### config.mk
export PLATFORM = sky130hd
export DESIGN_NAME = at_command_line_parser_flat
export DESIGN_NICKNAME = d
export VERILOG_FILES = /design/src/sv/atclp_pkg.sv /design/src/sv/atclp_if.sv /design/src/sv/atclp_front.sv /design/src/sv/atclp_queue.sv /design/src/sv/atclp_back.sv /design/src/sv/at_command_line_parser.sv /design/src/flat_wrapper.sv
export VERILOG_INCLUDE_DIRS = /design/src /design/src/sv
export SDC_FILE = /design/constraint.sdc
export NUM_CORES = 1
export LEC_CHECK = 0
export BUFFER_PORTS_ARGS = -buffer_cell sky130_fd_sc_hd__buf_2
export CORE_UTILIZATION = 52
export CTS_CLUSTER_DIAMETER = 150
export DETAILED_ROUTE_END_ITERATION = 10
export PLACE_DENSITY_LB_ADDON = 0.2
export SYNTH_ARGS = -nofsm -noshare
export SYNTH_HDL_FRONTEND = slang
export SYNTH_SLANG_ARGS = --single-unit
### constraint.sdc
create_clock -name clock -period 3.8 [get_ports clock]
set_input_delay 0.38 -clock clock [delete_from_list [all_inputs] [get_ports clock]]
set_output_delay 0.38 -clock clock [all_outputs]
set_load 0.02 [all_outputs]
### src/sv/at_command_line_parser_defines.svh
// ---------------------------------------------------------------------------
// AT command line parser assertion macros
// Wrappers for concurrent assertions on the parser logic.
// ---------------------------------------------------------------------------
`ifndef AT_COMMAND_LINE_PARSER_DEFINES_SVH
`define AT_COMMAND_LINE_PARSER_DEFINES_SVH

// same-cycle implication
`define AT_ASSERT_SAME(lbl, clk, rst, ante, cons, msg) \
   lbl: assert property (@(posedge clk) disable iff (rst) (ante) |-> (cons)) \
      else $error(msg);

// next-cycle implication
`define AT_ASSERT_NEXT(lbl, clk, rst, ante, cons, msg) \
   lbl: assert property (@(posedge clk) disable iff (rst) (ante) |=> (cons)) \
      else $error(msg);

`endif

### src/sv/atclp_pkg.sv
// ---------------------------------------------------------------------------
// AT command line parser package
// Character codes, byte classes, parser phases and the queue entry type.
// ---------------------------------------------------------------------------
`timescale 1ns / 1ps

package atclp_pkg;

   localparam int          NAME_MAX_CHARS_DEFAULT = 7;
   localparam int          NAME_BITS_WIDE         = 64;
   localparam int          NAME_FIELD_BITS        = 56;
   localparam logic [5:0]  LINE_LENGTH_RESET      = 6'd20;

   localparam logic [7:0]  CHAR_NUL   = 8'h00;
   localparam logic [7:0]  CHAR_LF    = 8'h0A;
   localparam logic [7:0]  CHAR_CR    = 8'h0D;
   localparam logic [7:0]  CHAR_PLUS  = 8'h2B;
   localparam logic [7:0]  CHAR_EQUAL = 8'h3D;
   localparam logic [7:0]  CHAR_QUERY = 8'h3F;
   localparam logic [7:0]  CHAR_UA    = 8'h41;
   localparam logic [7:0]  CHAR_LA    = 8'h61;
   localparam logic [7:0]  CHAR_UT    = 8'h54;
   localparam logic [7:0]  CHAR_LT    = 8'h74;

   typedef enum logic [3:0] {
      CLS_A,
      CLS_T,
      CLS_PLUS,
      CLS_QUERY,
      CLS_EQUAL,
      CLS_CR,
      CLS_LF,
      CLS_NUL,
      CLS_OTHER
   } byte_class_type;

   typedef enum logic [2:0] {
      PH_A,
      PH_T,
      PH_PLUS,
      PH_NAME,
      PH_PEND,
      PH_DONE
   } phase_type;

   typedef enum logic [1:0] {
      PEND_NONE,
      PEND_QUERY,
      PEND_EQUAL,
      PEND_CR
   } pending_type;

   typedef enum logic [1:0] {
      MODE_RUN,
      MODE_READ,
      MODE_TEST,
      MODE_SET
   } mode_type;

   typedef struct packed {
      logic [7:0]     rx_byte;
      byte_class_type cls;
   } queue_entry_type;

endpackage

### src/sv/atclp_if.sv
// ---------------------------------------------------------------------------
// AT command line parser channels
// Valid/ready channels for received bytes and for parse results.
// ---------------------------------------------------------------------------
`timescale 1ns / 1ps

interface atclp_req_if;
   logic       valid;
   logic       ready;
   logic [7:0] rx_byte;

   modport source (output valid, output rx_byte, input ready);
   modport sink   (input valid, input rx_byte, output ready);
endinterface

interface atclp_rsp_if;
   logic        valid;
   logic        ready;
   logic [7:0]  echo_byte;
   logic        line_end;
   logic        line_ok;
   logic [1:0]  command_mode;
   logic [55:0] command_name;
   logic [2:0]  name_length;

   modport source (output valid, output echo_byte, output line_end, output line_ok,
                   output command_mode, output command_name, output name_length,
                   input ready);
   modport sink   (input valid, input echo_byte, input line_end, input line_ok,
                   input command_mode, input command_name, input name_length,
                   output ready);
endinterface

### src/sv/atclp_front.sv
// ---------------------------------------------------------------------------
// AT command line parser front end
// Accept received bytes, classify them and push them into the queue.
// ---------------------------------------------------------------------------
`timescale 1ns / 1ps

module atclp_front (
   atclp_req_if.sink                 req_bus,
   output logic                      push_valid,
   output atclp_pkg::queue_entry_type push_entry,
   input  logic                      push_ready
);

   function automatic atclp_pkg::byte_class_type classify(input logic [7:0] b);
      atclp_pkg::byte_class_type c;
      case (b)
         atclp_pkg::CHAR_UA,
         atclp_pkg::CHAR_LA:    c = atclp_pkg::CLS_A;
         atclp_pkg::CHAR_UT,
         atclp_pkg::CHAR_LT:    c = atclp_pkg::CLS_T;
         atclp_pkg::CHAR_PLUS:  c = atclp_pkg::CLS_PLUS;
         atclp_pkg::CHAR_QUERY: c = atclp_pkg::CLS_QUERY;
         atclp_pkg::CHAR_EQUAL: c = atclp_pkg::CLS_EQUAL;
         atclp_pkg::CHAR_CR:    c = atclp_pkg::CLS_CR;
         atclp_pkg::CHAR_LF:    c = atclp_pkg::CLS_LF;
         atclp_pkg::CHAR_NUL:   c = atclp_pkg::CLS_NUL;
         default:               c = atclp_pkg::CLS_OTHER;
      endcase
      return c;
   endfunction

   assign req_bus.ready = push_ready;
   assign push_valid    = req_bus.valid;
   assign push_entry    = {req_bus.rx_byte, classify(req_bus.rx_byte)};

endmodule

### src/sv/atclp_queue.sv
// ---------------------------------------------------------------------------
// AT command line parser queue
// Two-beat queue between the classifier and the parser.
// ---------------------------------------------------------------------------
`timescale 1ns / 1ps

module atclp_queue (
   input  logic                       clock,
   input  logic                       reset,
   input  logic                       push_valid,
   input  atclp_pkg::queue_entry_type push_entry,
   output logic                       push_ready,
   output logic                       pop_valid,
   output atclp_pkg::queue_entry_type pop_entry,
   input  logic                       pop_ready
);

   localparam logic [1:0] Depth = 2'd2;

   atclp_pkg::queue_entry_type slot_ff [2];
   logic       wr_ptr_ff, wr_ptr_in;
   logic       rd_ptr_ff, rd_ptr_in;
   logic [1:0] count_ff, count_in;
   logic       push, pop;

   assign push_ready = (count_ff != Depth);
   assign pop_valid  = (count_ff != 2'd0);
   assign pop_entry  = slot_ff[rd_ptr_ff];
   assign push       = push_valid && push_ready;
   assign pop        = pop_valid && pop_ready;

   always_comb begin
      wr_ptr_in = push ? ~wr_ptr_ff : wr_ptr_ff;
      rd_ptr_in = pop ? ~rd_ptr_ff : rd_ptr_ff;
      count_in  = count_ff + {1'b0, push} - {1'b0, pop};
   end

   always_ff @(posedge clock) begin
      if (reset) begin
         wr_ptr_ff <= 1'b0;
         rd_ptr_ff <= 1'b0;
         count_ff  <= 2'd0;
      end else begin
         wr_ptr_ff <= wr_ptr_in;
         rd_ptr_ff <= rd_ptr_in;
         count_ff  <= count_in;
      end
   end

   always_ff @(posedge clock) begin
      if (push) begin
         slot_ff[wr_ptr_ff] <= push_entry;
      end
   end

endmodule

### src/sv/atclp_back.sv
// ---------------------------------------------------------------------------
// AT command line parser back end
// Run the line parser one byte per cycle while the result register is free or being taken, and hold the result beat.
// ---------------------------------------------------------------------------
`timescale 1ns / 1ps
`include "at_command_line_parser_defines.svh"

module atclp_back #(
   parameter int NAME_MAX_CHARS = atclp_pkg::NAME_MAX_CHARS_DEFAULT
) (
   input  logic                       clock,
   input  logic                       reset,
   input  logic                       pop_valid,
   input  atclp_pkg::queue_entry_type pop_entry,
   output logic                       pop_ready,
   input  logic                       csr_write_enable,
   input  logic [5:0]                 csr_write_data,
   atclp_rsp_if.source                rsp_bus
);

   localparam int CountWidth = $clog2(NAME_MAX_CHARS + 1);
   localparam int NameBits   = 8 * NAME_MAX_CHARS;

   // configuration
   logic [5:0] max_len_ff, max_len_in;

   // parser state
   logic [5:0]                 pos_ff, pos_in;
   atclp_pkg::phase_type       phase_ff, phase_in;
   atclp_pkg::pending_type     pend_ff, pend_in;
   atclp_pkg::mode_type        mode_ff, mode_in;
   logic                       err_ff, err_in;
   logic [NAME_MAX_CHARS-1:0][7:0] name_ff, name_in;
   logic [CountWidth-1:0]      count_ff, count_in;

   // parse of the current byte, before any line clear
   atclp_pkg::phase_type       p_phase;
   atclp_pkg::pending_type     p_pend;
   atclp_pkg::mode_type        p_mode;
   logic                       p_err;
   logic [NAME_MAX_CHARS-1:0][7:0] p_name;
   logic [CountWidth-1:0]      p_count;

   // result beat
   logic        valid_ff, valid_in;
   logic [7:0]  echo_ff, echo_in;
   logic        end_ff, end_in;
   logic        ok_ff, ok_in;
   logic [1:0]  cmode_ff, cmode_in;
   logic [55:0] cname_ff, cname_in;
   logic [2:0]  nlen_ff, nlen_in;

   logic                  pop;
   logic                  overflow;
   logic                  clear_line;
   logic [atclp_pkg::NAME_BITS_WIDE-1:0] name_wide;
   atclp_pkg::byte_class_type cls;

   assign cls       = pop_entry.cls;
   assign pop_ready = !valid_ff || rsp_bus.ready;
   assign pop       = pop_valid && pop_ready;
   assign overflow  = (pos_ff >= max_len_ff);

   // next parse state: phase, pending terminator, mode, error flag, name and count
   always_comb begin
      p_phase = phase_ff;
      p_pend  = pend_ff;
      p_mode  = mode_ff;
      p_err   = err_ff;
      p_name  = name_ff;
      p_count = count_ff;
      if (!err_ff) begin
         case (phase_ff)
            atclp_pkg::PH_A: begin
               if (cls == atclp_pkg::CLS_A) p_phase = atclp_pkg::PH_T;
               else                         p_err   = 1'b1;
            end
            atclp_pkg::PH_T: begin
               if (cls == atclp_pkg::CLS_T) p_phase = atclp_pkg::PH_PLUS;
               else                         p_err   = 1'b1;
            end
            atclp_pkg::PH_PLUS: begin
               if (cls == atclp_pkg::CLS_PLUS) p_phase = atclp_pkg::PH_NAME;
               else                            p_err   = 1'b1;
            end
            atclp_pkg::PH_NAME: begin
               if (cls == atclp_pkg::CLS_NUL) begin
                  p_err = 1'b1;
               end else if (cls == atclp_pkg::CLS_QUERY) begin
                  p_pend  = atclp_pkg::PEND_QUERY;
                  p_phase = atclp_pkg::PH_PEND;
               end else if (cls == atclp_pkg::CLS_EQUAL) begin
                  p_pend  = atclp_pkg::PEND_EQUAL;
                  p_phase = atclp_pkg::PH_PEND;
               end else if (cls == atclp_pkg::CLS_CR) begin
                  p_pend  = atclp_pkg::PEND_CR;
                  p_phase = atclp_pkg::PH_PEND;
               end else if (count_ff >= CountWidth'(NAME_MAX_CHARS)) begin
                  p_err = 1'b1;
               end else begin
                  for (int i = 0; i < NAME_MAX_CHARS; i++) begin
                     if (count_ff == CountWidth'(i)) p_name[i] = pop_entry.rx_byte;
                  end
                  p_count = count_ff + CountWidth'(1);
               end
            end
            atclp_pkg::PH_PEND: begin
               case (pend_ff)
                  atclp_pkg::PEND_QUERY: begin
                     if (cls == atclp_pkg::CLS_CR) begin
                        p_mode  = atclp_pkg::MODE_READ;
                        p_phase = atclp_pkg::PH_DONE;
                     end else begin
                        p_err = 1'b1;
                     end
                  end
                  atclp_pkg::PEND_EQUAL: begin
                     if (cls == atclp_pkg::CLS_QUERY) begin
                        p_mode  = atclp_pkg::MODE_TEST;
                        p_phase = atclp_pkg::PH_DONE;
                     end else if (cls == atclp_pkg::CLS_CR || cls == atclp_pkg::CLS_NUL) begin
                        p_err = 1'b1;
                     end else begin
                        p_mode  = atclp_pkg::MODE_SET;
                        p_phase = atclp_pkg::PH_DONE;
                     end
                  end
                  atclp_pkg::PEND_CR: begin
                     if (cls == atclp_pkg::CLS_LF) begin
                        p_mode  = atclp_pkg::MODE_RUN;
                        p_phase = atclp_pkg::PH_DONE;
                     end else begin
                        p_err = 1'b1;
                     end
                  end
                  default: p_err = 1'b1;
               endcase
            end
            atclp_pkg::PH_DONE: begin
            end
            default: p_err = 1'b1;
         endcase
      end
   end

   // result fields and line clearing
   always_comb begin
      name_wide  = atclp_pkg::NAME_BITS_WIDE'(NameBits'(p_name));
      echo_in    = pop_entry.rx_byte;
      end_in     = overflow || (cls == atclp_pkg::CLS_LF);
      ok_in      = !overflow && (cls == atclp_pkg::CLS_LF) && !p_err
                   && (p_phase == atclp_pkg::PH_DONE);
      cmode_in   = ok_in ? p_mode : 2'd0;
      cname_in   = ok_in ? name_wide[atclp_pkg::NAME_FIELD_BITS-1:0] : 56'd0;
      nlen_in    = ok_in ? 3'(p_count) : 3'd0;
      clear_line = end_in;
   end

   // register next values
   always_comb begin
      max_len_in = csr_write_enable ? csr_write_data : max_len_ff;
      valid_in   = pop ? 1'b1 : (rsp_bus.ready ? 1'b0 : valid_ff);
      pos_in     = pos_ff;
      phase_in   = phase_ff;
      pend_in    = pend_ff;
      mode_in    = mode_ff;
      err_in     = err_ff;
      name_in    = name_ff;
      count_in   = count_ff;
      if (pop) begin
         if (clear_line) begin
            pos_in   = 6'd0;
            phase_in = atclp_pkg::PH_A;
            pend_in  = atclp_pkg::PEND_NONE;
            mode_in  = atclp_pkg::MODE_RUN;
            err_in   = 1'b0;
            name_in  = '0;
            count_in = '0;
         end else begin
            pos_in   = pos_ff + 6'd1;
            phase_in = p_phase;
            pend_in  = p_pend;
            mode_in  = p_mode;
            err_in   = p_err;
            name_in  = p_name;
            count_in = p_count;
         end
      end
   end

   always_ff @(posedge clock) begin
      if (reset) begin
         max_len_ff <= atclp_pkg::LINE_LENGTH_RESET;
         valid_ff   <= 1'b0;
         pos_ff     <= 6'd0;
         phase_ff   <= atclp_pkg::PH_A;
         pend_ff    <= atclp_pkg::PEND_NONE;
         mode_ff    <= atclp_pkg::MODE_RUN;
         err_ff     <= 1'b0;
         name_ff    <= '0;
         count_ff   <= '0;
      end else begin
         max_len_ff <= max_len_in;
         valid_ff   <= valid_in;
         pos_ff     <= pos_in;
         phase_ff   <= phase_in;
         pend_ff    <= pend_in;
         mode_ff    <= mode_in;
         err_ff     <= err_in;
         name_ff    <= name_in;
         count_ff   <= count_in;
      end
   end

   always_ff @(posedge clock) begin
      if (pop) begin
         echo_ff  <= echo_in;
         end_ff   <= end_in;
         ok_ff    <= ok_in;
         cmode_ff <= cmode_in;
         cname_ff <= cname_in;
         nlen_ff  <= nlen_in;
      end
   end

   assign rsp_bus.valid        = valid_ff;
   assign rsp_bus.echo_byte    = echo_ff;
   assign rsp_bus.line_end     = end_ff;
   assign rsp_bus.line_ok      = ok_ff;
   assign rsp_bus.command_mode = cmode_ff;
   assign rsp_bus.command_name = cname_ff;
   assign rsp_bus.name_length  = nlen_ff;

   `AT_ASSERT_NEXT(a_overflow_aborts, clock, reset, pop && overflow,
      rsp_bus.valid && rsp_bus.line_end && !rsp_bus.line_ok, "overflow beat did not abort line")
   `AT_ASSERT_NEXT(a_line_end_clears, clock, reset, pop && end_in,
      pos_ff == 6'd0 && phase_ff == atclp_pkg::PH_A && !err_ff, "line end left parser state")
   `AT_ASSERT_NEXT(a_error_sticks, clock, reset, err_ff,
      err_ff || pos_ff == 6'd0, "error flag dropped inside a line")
   `AT_ASSERT_SAME(a_ok_needs_end, clock, reset, rsp_bus.valid && rsp_bus.line_ok,
      rsp_bus.line_end && rsp_bus.echo_byte == atclp_pkg::CHAR_LF, "line_ok without LF line end")

endmodule

### src/sv/at_command_line_parser.sv
// ---------------------------------------------------------------------------
// AT command line parser
// Echo serial bytes and parse "AT+name" command lines into name and mode.
// ---------------------------------------------------------------------------
// Each byte accepted on req_bus produces exactly one result beat on rsp_bus,
// carrying the byte unchanged plus the line verdict when the byte ends the
// line (LF, or any byte once max_line_length bytes have been taken). The
// block sustains one byte per clock while rsp_bus takes each result beat:
// the parser in the back end then retires one byte per cycle, and each
// result passes through the two-beat queue and then the result register.
// The queue lets input keep flowing while a result beat waits to be taken.
// csr_write_data sets max_line_length (reset 20); write it only while idle.
// ---------------------------------------------------------------------------
`timescale 1ns / 1ps

module at_command_line_parser #(
   parameter int NAME_MAX_CHARS = atclp_pkg::NAME_MAX_CHARS_DEFAULT
) (
   input  logic        clock,
   input  logic        reset,
   atclp_req_if.sink   req_bus,
   atclp_rsp_if.source rsp_bus,
   input  logic        csr_write_enable,
   input  logic [5:0]  csr_write_data
);

   // classified beats from front to queue
   logic                       push_valid;
   logic                       push_ready;
   atclp_pkg::queue_entry_type push_entry;

   // queued beats from queue to parser
   logic                       pop_valid;
   logic                       pop_ready;
   atclp_pkg::queue_entry_type pop_entry;

   // Classify each byte as it arrives; hold ready low only when the queue is full.
   atclp_front u_front (
      .req_bus    (req_bus),
      .push_valid (push_valid),
      .push_entry (push_entry),
      .push_ready (push_ready)
   );

   // Decouple the classifier from the parser so each side can stall alone.
   atclp_queue u_queue (
      .clock      (clock),
      .reset      (reset),
      .push_valid (push_valid),
      .push_entry (push_entry),
      .push_ready (push_ready),
      .pop_valid  (pop_valid),
      .pop_entry  (pop_entry),
      .pop_ready  (pop_ready)
   );

   // Advance the line parser and drive the registered result beat.
   atclp_back #(
      .NAME_MAX_CHARS (NAME_MAX_CHARS)
   ) u_back (
      .clock            (clock),
      .reset            (reset),
      .pop_valid        (pop_valid),
      .pop_entry        (pop_entry),
      .pop_ready        (pop_ready),
      .csr_write_enable (csr_write_enable),
      .csr_write_data   (csr_write_data),
      .rsp_bus          (rsp_bus)
   );

endmodule

### src/flat_wrapper.sv
// flat-port wrapper written by rule: the top's interface ports become plain ports
module at_command_line_parser_flat 
#(
   parameter int NAME_MAX_CHARS = atclp_pkg::NAME_MAX_CHARS_DEFAULT
)
  (clock, reset, csr_write_enable, csr_write_data, req_bus_valid, req_bus_rx_byte, req_bus_ready, rsp_bus_valid, rsp_bus_echo_byte, rsp_bus_line_end, rsp_bus_line_ok, rsp_bus_command_mode, rsp_bus_command_name, rsp_bus_name_length, rsp_bus_ready);
  atclp_req_if req_bus_i ();
  atclp_rsp_if rsp_bus_i ();
  input  logic clock;
  input  logic reset;
  input  logic csr_write_enable;
  input  logic [5:0] csr_write_data;
  input wire logic [$bits(req_bus_i.valid)-1:0] req_bus_valid;
  input wire logic [$bits(req_bus_i.rx_byte)-1:0] req_bus_rx_byte;
  output wire logic [$bits(req_bus_i.ready)-1:0] req_bus_ready;
  output wire logic [$bits(rsp_bus_i.valid)-1:0] rsp_bus_valid;
  output wire logic [$bits(rsp_bus_i.echo_byte)-1:0] rsp_bus_echo_byte;
  output wire logic [$bits(rsp_bus_i.line_end)-1:0] rsp_bus_line_end;
  output wire logic [$bits(rsp_bus_i.line_ok)-1:0] rsp_bus_line_ok;
  output wire logic [$bits(rsp_bus_i.command_mode)-1:0] rsp_bus_command_mode;
  output wire logic [$bits(rsp_bus_i.command_name)-1:0] rsp_bus_command_name;
  output wire logic [$bits(rsp_bus_i.name_length)-1:0] rsp_bus_name_length;
  input wire logic [$bits(rsp_bus_i.ready)-1:0] rsp_bus_ready;
  assign req_bus_i.valid = req_bus_valid;
  assign req_bus_i.rx_byte = req_bus_rx_byte;
  assign req_bus_ready = req_bus_i.ready;
  assign rsp_bus_valid = rsp_bus_i.valid;
  assign rsp_bus_echo_byte = rsp_bus_i.echo_byte;
  assign rsp_bus_line_end = rsp_bus_i.line_end;
  assign rsp_bus_line_ok = rsp_bus_i.line_ok;
  assign rsp_bus_command_mode = rsp_bus_i.command_mode;
  assign rsp_bus_command_name = rsp_bus_i.command_name;
  assign rsp_bus_name_length = rsp_bus_i.name_length;
  assign rsp_bus_i.ready = rsp_bus_ready;
  at_command_line_parser #(.NAME_MAX_CHARS(NAME_MAX_CHARS)) u_core (.clock(clock), .reset(reset), .req_bus(req_bus_i), .rsp_bus(rsp_bus_i), .csr_write_enable(csr_write_enable), .csr_write_data(csr_write_data));
endmodule
==> impl_metrics.tcl, run 1 <==
set metrics [dict create \
    status "finished, final reports clean" \
    yosysUniqueCellTypes 67 \
    dominant_combinational_cell_family_by_area_after_synthesis "compound AO/OA/AOI/OAI gates" \
    routability_cong 0.8943 \
    drtAntennaViolNets 0 \
    cts-hold-fix-buffers 0 \
    rsz0062_at_grt "no" \
    initialDrtViolationCount 582 \
    rrSetupSlack_ns 0.41 \
    post_cts_buffers 0 \
    grt_overflow_total 0 \
    asyncSetResetFlopFracSynth_pct 0 \
    numPortBuffers 91 \
    antenna-diode-count 0 \
    wire_length_of_the_first_global_routing_pass_um 27570 \
    synth.top_cells.by_area "sky130_fd_sc_hd__edfxtp_1 37%, sky130_fd_sc_hd__dfxtp_1 22%, sky130_fd_sc_hd__nor2_1 4.6%" \
    worstPathRequired_ns 4.06 \
    crit_path_start_kind "register" \
    design.die.area_mm2 0.01544 \
    max-cap-violations 0 \
    fillers 1198 \
    grt_start_max_net_pins 52 \
    syn_inst 706 \
    tightest_slew_ns 1.056 \
    min_from "req_bus_rx_byte[6]" \
    crit_type "register to register" \
    yosys.area.top_type_share_pct 36.71 \
    drive_gt1_share_pct 22.57 \
    reg_to_reg_critical_path_endpoint "u_core.u_back.rsp_bus.command_name[49]$_SDFFCE_PN0P_" \
    post_synth_and_or_nand_nor_area_fraction_pct 15.47 \
    slew_violations 0 \
    level_count_of_the_clock_h_tree 4 \
    final.setup.tns_ns 0 \
    synth_area_leader_cell "sky130_fd_sc_hd__edfxtp_1" \
    via_per_inst 5.705 \
    power.density_cell_area_mw_per_mm2 662.3 \
    die_x_um 124.3 \
    drc 0 \
    numCtsBuffers 17 \
    num_rows 44 \
    slew-limit-headroom_pct 29.37 \
    worst_path_slowest_cell "sky130_fd_sc_hd__dfxtp_1" \
    share_of_synthesized_area_spent_on_multiplexers_pct 1.819 \
    number_of_antenna_violations_at_the_first_check_in_global_routing 0 \
    crit_path_max_fanout 45 \
    synth-warning-count 0 \
    mappedNetlistNets 740 \
    yosys.area_share.xor_xnor_pct 1.127 \
    die_height_um 124.3 \
    synthesis.area_mm2 0.007771 \
    synthesized_area_fraction_occupied_by_adder_cells_pct 2.415 \
    p_leak_nw 3.190 \
    ys_ff_latch 180 \
    placeableCoreArea_mm2 0.01453 \
    ys_dominant_reg_cell "sky130_fd_sc_hd__edfxtp_1" \
    clock_tree_buf_depth 2 \
    worst_clock_skew_ns 0.008474 \
    cp_data_arrival_time_ns 3.65 \
    timing.fmax_ghz 0.2948 \
    number_of_global_route_vias_before_repair 5428 \
    syn2layout_area_growth_pct 14.68 \
    clk_root_buffer_cell "sky130_fd_sc_hd__clkbuf_16" \
    worst_hold_path_type "input port to register" \
    worst_hold_path.endpoint "u_core.u_queue.slot_ff[0][10]$_DFFE_PP_" \
    r2r.worst_path.cells 7 \
    synth_edf_count 95 \
    start_util_pct 53.47 \
    clkLatencyLatePin_ns 0.43 \
    clock-sinks 180 \
    num_vias 5625 \
    synth_commonest_cells "96 x sky130_fd_sc_hd__nor2_1, 95 x sky130_fd_sc_hd__edfxtp_1, 85 x sky130_fd_sc_hd__dfxtp_1" \
    timing.final.crit_period_ns 3.392 \
    synth_compound_area_share_pct 16.60 \
    ios 92 \
    tritoncts "done" \
    power.ir.vdd_worst_uv 407.6 \
    place.detailed.hpwl_um 10980 \
    timing.critical_path.to_type "register" \
    synth.most_common_cell "sky130_fd_sc_hd__nor2_1" \
    syn_avg_cell_area_um2 11.01 \
    fin_nets 824 \
    grtUsageTotal_pct 22.42 \
    ctsResizeCount 0 \
    seq_area_frac_synth_pct 58.61 \
    crit_path_cell_trace "nor4bb_1 > nor2_1 > nand4_1 > o2111a_1 > nand4_4 > buf_12 > a211oi_2" \
    first_pass_iters 5 \
    cpPeakStageDelay_ns 1.02 \
    routed_wire_length_per_instance_um 16.90 \
    route.final.wire_length_um 16660 \
    cts.reportedPaths.clkPinSlew_ns 0.07 \
    setup_viol 0 \
    worstHoldPathCells 1 \
    final.period_utilization_pct 89.26 \
    hold_viol 0 \
    postLayoutCoreUtil_pct 61.32 \
]
## worst max-delay path: cells and delay by family, from the launching register on
family,cells,cell delay [ns]
AOI/OAI and AO/OA,2,0.44
buffers and inverters,1,0.40
DFF,1,1.02
and+or+nand+nor,4,1.34
## cells in the final DEF, fill, tap and decap left out, types with 5 or more instances in the layout
| cell type | count |
|---|---|
| sky130_fd_sc_hd__ha_1 | 15 |
| sky130_fd_sc_hd__nand2_2 | 7 |
| sky130_fd_sc_hd__buf_2 | 91 |
| sky130_fd_sc_hd__inv_1 | 22 |
| sky130_fd_sc_hd__o31ai_2 | 6 |
| sky130_fd_sc_hd__a211oi_1 | 41 |
| sky130_fd_sc_hd__edfxtp_1 | 95 |
| sky130_fd_sc_hd__nand4_1 | 5 |
| sky130_fd_sc_hd__a211oi_2 | 18 |
| sky130_fd_sc_hd__o21ai_1 | 50 |
| sky130_fd_sc_hd__nor3_1 | 8 |
| sky130_fd_sc_hd__clkbuf_16 | 17 |
| sky130_fd_sc_hd__nand2_1 | 67 |
| sky130_fd_sc_hd__and3_1 | 9 |
| sky130_fd_sc_hd__nand3_1 | 7 |
| sky130_fd_sc_hd__xor2_1 | 6 |
| sky130_fd_sc_hd__a21oi_1 | 19 |
| sky130_fd_sc_hd__mux2i_1 | 13 |
| sky130_fd_sc_hd__buf_4 | 14 |
| sky130_fd_sc_hd__nand2b_1 | 6 |
| sky130_fd_sc_hd__dfxtp_1 | 85 |
| sky130_fd_sc_hd__o21ai_0 | 7 |
| sky130_fd_sc_hd__nor2_1 | 96 |
| sky130_fd_sc_hd__o2bb2ai_1 | 9 |
## report_power, final
group / total, W / switching [W] / internal [W]
Sequential: 0.00267 / 0.000167 / 0.00250
Combinational: 0.00159 / 0.00115 / 0.000441
Clock: 0.00165 / 0.000734 / 0.000915
## layout make-up
cell class                      count  area, µm²  share of cell area (%)
Clock buffer                       19      442.9                   4.970
Timing Repair Buffer              106      580.6                   6.514
Sequential cell                   180       4554                   51.10
Inverter                           24      90.09                   1.011
Tap cell                          184      230.2                   2.583
Clock inverter                     12      105.1                   1.179
Multi-Input combinational cell    461       2909                   32.64
## state kept, by name (all words and copies together), names as in the netlist, 2 cells and up, named ones only
register                            cells
u_core.u_back.count_ff                  3
u_core.u_back.max_len_ff                6
u_core.u_back.mode_ff                   2
u_core.u_back.name_ff                  56
u_core.u_back.pend_ff                   2
u_core.u_back.phase_ff                  3
u_core.u_back.pos_ff                    6
u_core.u_back.rsp_bus.command_mode      2
u_core.u_back.rsp_bus.command_name     56
u_core.u_back.rsp_bus.echo_byte         8
u_core.u_back.rsp_bus.name_length       3
u_core.u_queue.count_ff                 2
u_core.u_queue.slot_ff                 24
## how the worst max path moves through the flow
stage / endpoint / slack, ns / from / cells past startpoint
after floorplan: u_core.u_queue.count_ff[1]$_SDFF_PP0_ / 0.90 / rsp_bus_ready / 10
after global placement: u_core.u_back.rsp_bus.command_name[43]$_SDFFCE_PN0P_ / 0.59 / register / 7
after detailed placement: u_core.u_back.rsp_bus.command_name[49]$_SDFFCE_PN0P_ / 0.42 / register / 7
after CTS: u_core.u_back.rsp_bus.command_name[49]$_SDFFCE_PN0P_ / 0.38 / register / 7
after global routing: u_core.u_back.rsp_bus.command_name[40]$_SDFFCE_PN0P_ / 0.09 / register / 7
final: u_core.u_back.rsp_bus.command_name[49]$_SDFFCE_PN0P_ / 0.41 / register / 7
## kinds of logic (layout without fill, tap and decap cells)
family / Yosys count / in the layout
simple gates: 245 / 245
flops: 180 / 180
compound gates: 177 / 177
buf+inv: 65 / 161
fa+ha+maj: 15 / 15
mux: 14 / 14
xor+xnor: 10 / 10
## stage by stage
stage               instances  total power, W  area, µm²  setup slack [ns]  hold WS [ns]
floorplan                 706        0.003717       7772            0.8956        0.4293
global placement          955        0.004259       8364            0.5894        0.4377
detailed placement        955        0.004305       8364            0.4199        0.4423
CTS                       986        0.005933       8912            0.3814        0.1513
global route              986        0.006153       8912           0.09002        0.1505
finish                    986        0.005902       8912            0.4082        0.1618
## metal layers
metal  global-route usage [%]  up-vias  routed length (µm)
met2                    36.63      134                8153
met5                        0        -                   0
met1                    29.37     2736                7610
met4                    7.300        0                 227
met3                    5.284       19                 671
li1                         -     2736                   -
(Power assumes the default switching activity.)
==> run 2, diff against run 1 <==
--- a/config.mk
+++ b/config.mk
@@ -7,7 +7,7 @@
 export NUM_CORES = 1
 export LEC_CHECK = 0
 export BUFFER_PORTS_ARGS = -buffer_cell sky130_fd_sc_hd__buf_2
-export CORE_UTILIZATION = 52
+export CORE_UTILIZATION = 50
 export CTS_CLUSTER_DIAMETER = 150
 export DETAILED_ROUTE_END_ITERATION = 10
 export PLACE_DENSITY_LB_ADDON = 0.2
==> impl_metrics.tcl, run 2 (same netlist as run 1, synthesis figures left out) <==
set metrics [dict create \
    layout.cell_area.non_filler_mm2 0.008987 \
    num_vias 5666 \
    power.density_cell_area_mw_per_mm2 677.0 \
    via_per_inst 5.712 \
    status "finished, final reports clean" \
    design.die.area_mm2 0.01605 \
    grt_overflow_total 0 \
    timing.final.crit_period_ns 3.165 \
    worst_hold_path_type "input port to register" \
    worst_clock_skew_ns 0.007645 \
    num_rows 45 \
    post_cts_buffers 0 \
    most_used_cells_in_the_layout_excluding_fill_and_tap_cells "96 x sky130_fd_sc_hd__nor2_1, 95 x sky130_fd_sc_hd__edfxtp_1, 91 x sky130_fd_sc_hd__buf_2" \
    number_of_global_route_vias_before_repair 5411 \
    slew-limit-headroom_pct 31.16 \
    dpl-instance-area_mm2 0.008377 \
    ctsResizeCount 0 \
    grtUsageTotal_pct 21.91 \
    timing.hold.ws_ns 0.1715 \
    die_height_um 126.7 \
    level_count_of_the_clock_h_tree 4 \
    start_util_pct 51.12 \
    fin_nets 825 \
    timing.fmax_ghz 0.3159 \
    route.final.wire_length_um 16820 \
    worstPathRequired_ns 4.05 \
    first_pass_iters 5 \
    drc 0 \
    rsz0062_at_grt "no" \
    fillers 1283 \
    design_power_total_w 0.006085 \
    cts-hold-fix-buffers 0 \
    setup_viol 0 \
    antenna-diode-count 0 \
    cts.reportedPaths.clkPinSlew_ns 0.06 \
    clock-sinks 180 \
    tightest_slew_ns 1.029 \
    crit_type "register to register" \
    mostFrequentLayoutCell "sky130_fd_sc_hd__nor2_1" \
    number_of_antenna_violations_at_the_first_check_in_global_routing 0 \
    routability_cong 0.8819 \
    final.period_utilization_pct 83.30 \
    ios 92 \
    place.detailed.hpwl_um 10970 \
    clk_root_buffer_cell "sky130_fd_sc_hd__clkbuf_16" \
    clkLatencyLatePin_ns 0.43 \
    cp_data_arrival_time_ns 3.41 \
    max-cap-violations 0 \
    power.ir.vdd_worst_uv 345.0 \
    hold_viol 0 \
    initialDrtViolationCount 546 \
    crit_path_max_fanout 33 \
    numPortBuffers 91 \
    p_leak_nw 3.221 \
    grt_start_max_net_pins 43 \
    syn2layout_area_growth_pct 15.65 \
    timing.critical_path.to_type "register" \
    clock_tree_buf_depth 2 \
    tritoncts "done" \
    die_x_um 126.7 \
    routed_wire_length_per_instance_um 16.95 \
    final.setup.tns_ns 0 \
    crit_path_start_kind "register" \
    slew_violations 0 \
    drtAntennaViolNets 0 \
    drive_gt1_share_pct 22.39 \
    numCtsBuffers 17 \
    placeableCoreArea_mm2 0.01520 \
    wire_length_of_the_first_global_routing_pass_um 27180 \
]
==> run 2: cell count changes in the layout (fill, tap and decap cells not counted), sizes merged <==
cell / before / now
bufinv: 1 / 4
inv: 26 / 27
buf: 106 / 107
clkinvlp: 3 / 2
clkinv: 6 / 4
==> run 2: worst paths after layout <==
kind                                                           to                             startpoint  slack, ns  cells past startpoint
min reg2reg                 u_core.u_back.name_ff[6]$_SDFFE_PP0P_  u_core.u_back.name_ff[6]$_SDFFE_PP0P_       0.45                      2
max          u_core.u_back.rsp_bus.command_name[25]$_SDFFCE_PN0P_                               register       0.63                      8
min                      u_core.u_back.max_len_ff[4]$_SDFFE_PP1P_                      csr_write_data[4]       0.17                      3
max reg2reg  u_core.u_back.rsp_bus.command_name[25]$_SDFFCE_PN0P_                               register       0.63                      8
==> run 2: cell type report <==
cell class                 instances  area (µm²)  share of cell area [%]
clock buffer                      19       432.9                   4.817
tap                              188       235.2                   2.617
timing repair buffer             107       588.1                   6.543
sequential                       180        4554                   50.68
clock inverter                    13       177.7                   1.977
inverter                          24       90.09                   1.002
multi-input combinational        461        2909                   32.37
==> run 2: critical path, stage by stage, from the launching register on <==
cell	delay, ns
sky130_fd_sc_hd__dfxtp_1	0.77
sky130_fd_sc_hd__buf_4	0.30
sky130_fd_sc_hd__nor4b_1	0.35
sky130_fd_sc_hd__nor2_1	0.07
sky130_fd_sc_hd__o21ai_0	0.18
sky130_fd_sc_hd__o2111a_1	0.28
sky130_fd_sc_hd__nand4_4	0.45
sky130_fd_sc_hd__buf_4	0.37
sky130_fd_sc_hd__a211oi_1	0.20
==> run 2: report_power, final <==
group	internal (W)	switching, W
Sequential	0.00250	0.000153
Combinational	0.000442	0.00116
Clock	0.00110	0.000735
==> run 2: per-stage QoR <==
step                      setup WS, ns  utilization [%]  instances
after floorplan                 0.8956                -        706
after global placement          0.7458            55.10        960
after detailed placement        0.6436            55.10        960
after CTS                       0.6256            59.12        992
after global routing            0.3519            59.12        992
final                           0.6346            59.12        992
==> run 2: routing by layer <==
metal / up-vias / track usage, % / share of wire, %
li1: 2754 / - / -
met1: 2724 / 27.64 / 45
met2: 166 / 37.57 / 50
met3: 22 / 4.344 / 4.0
met4: 0 / 7.843 / 1.4
met5: - / 0 / 0
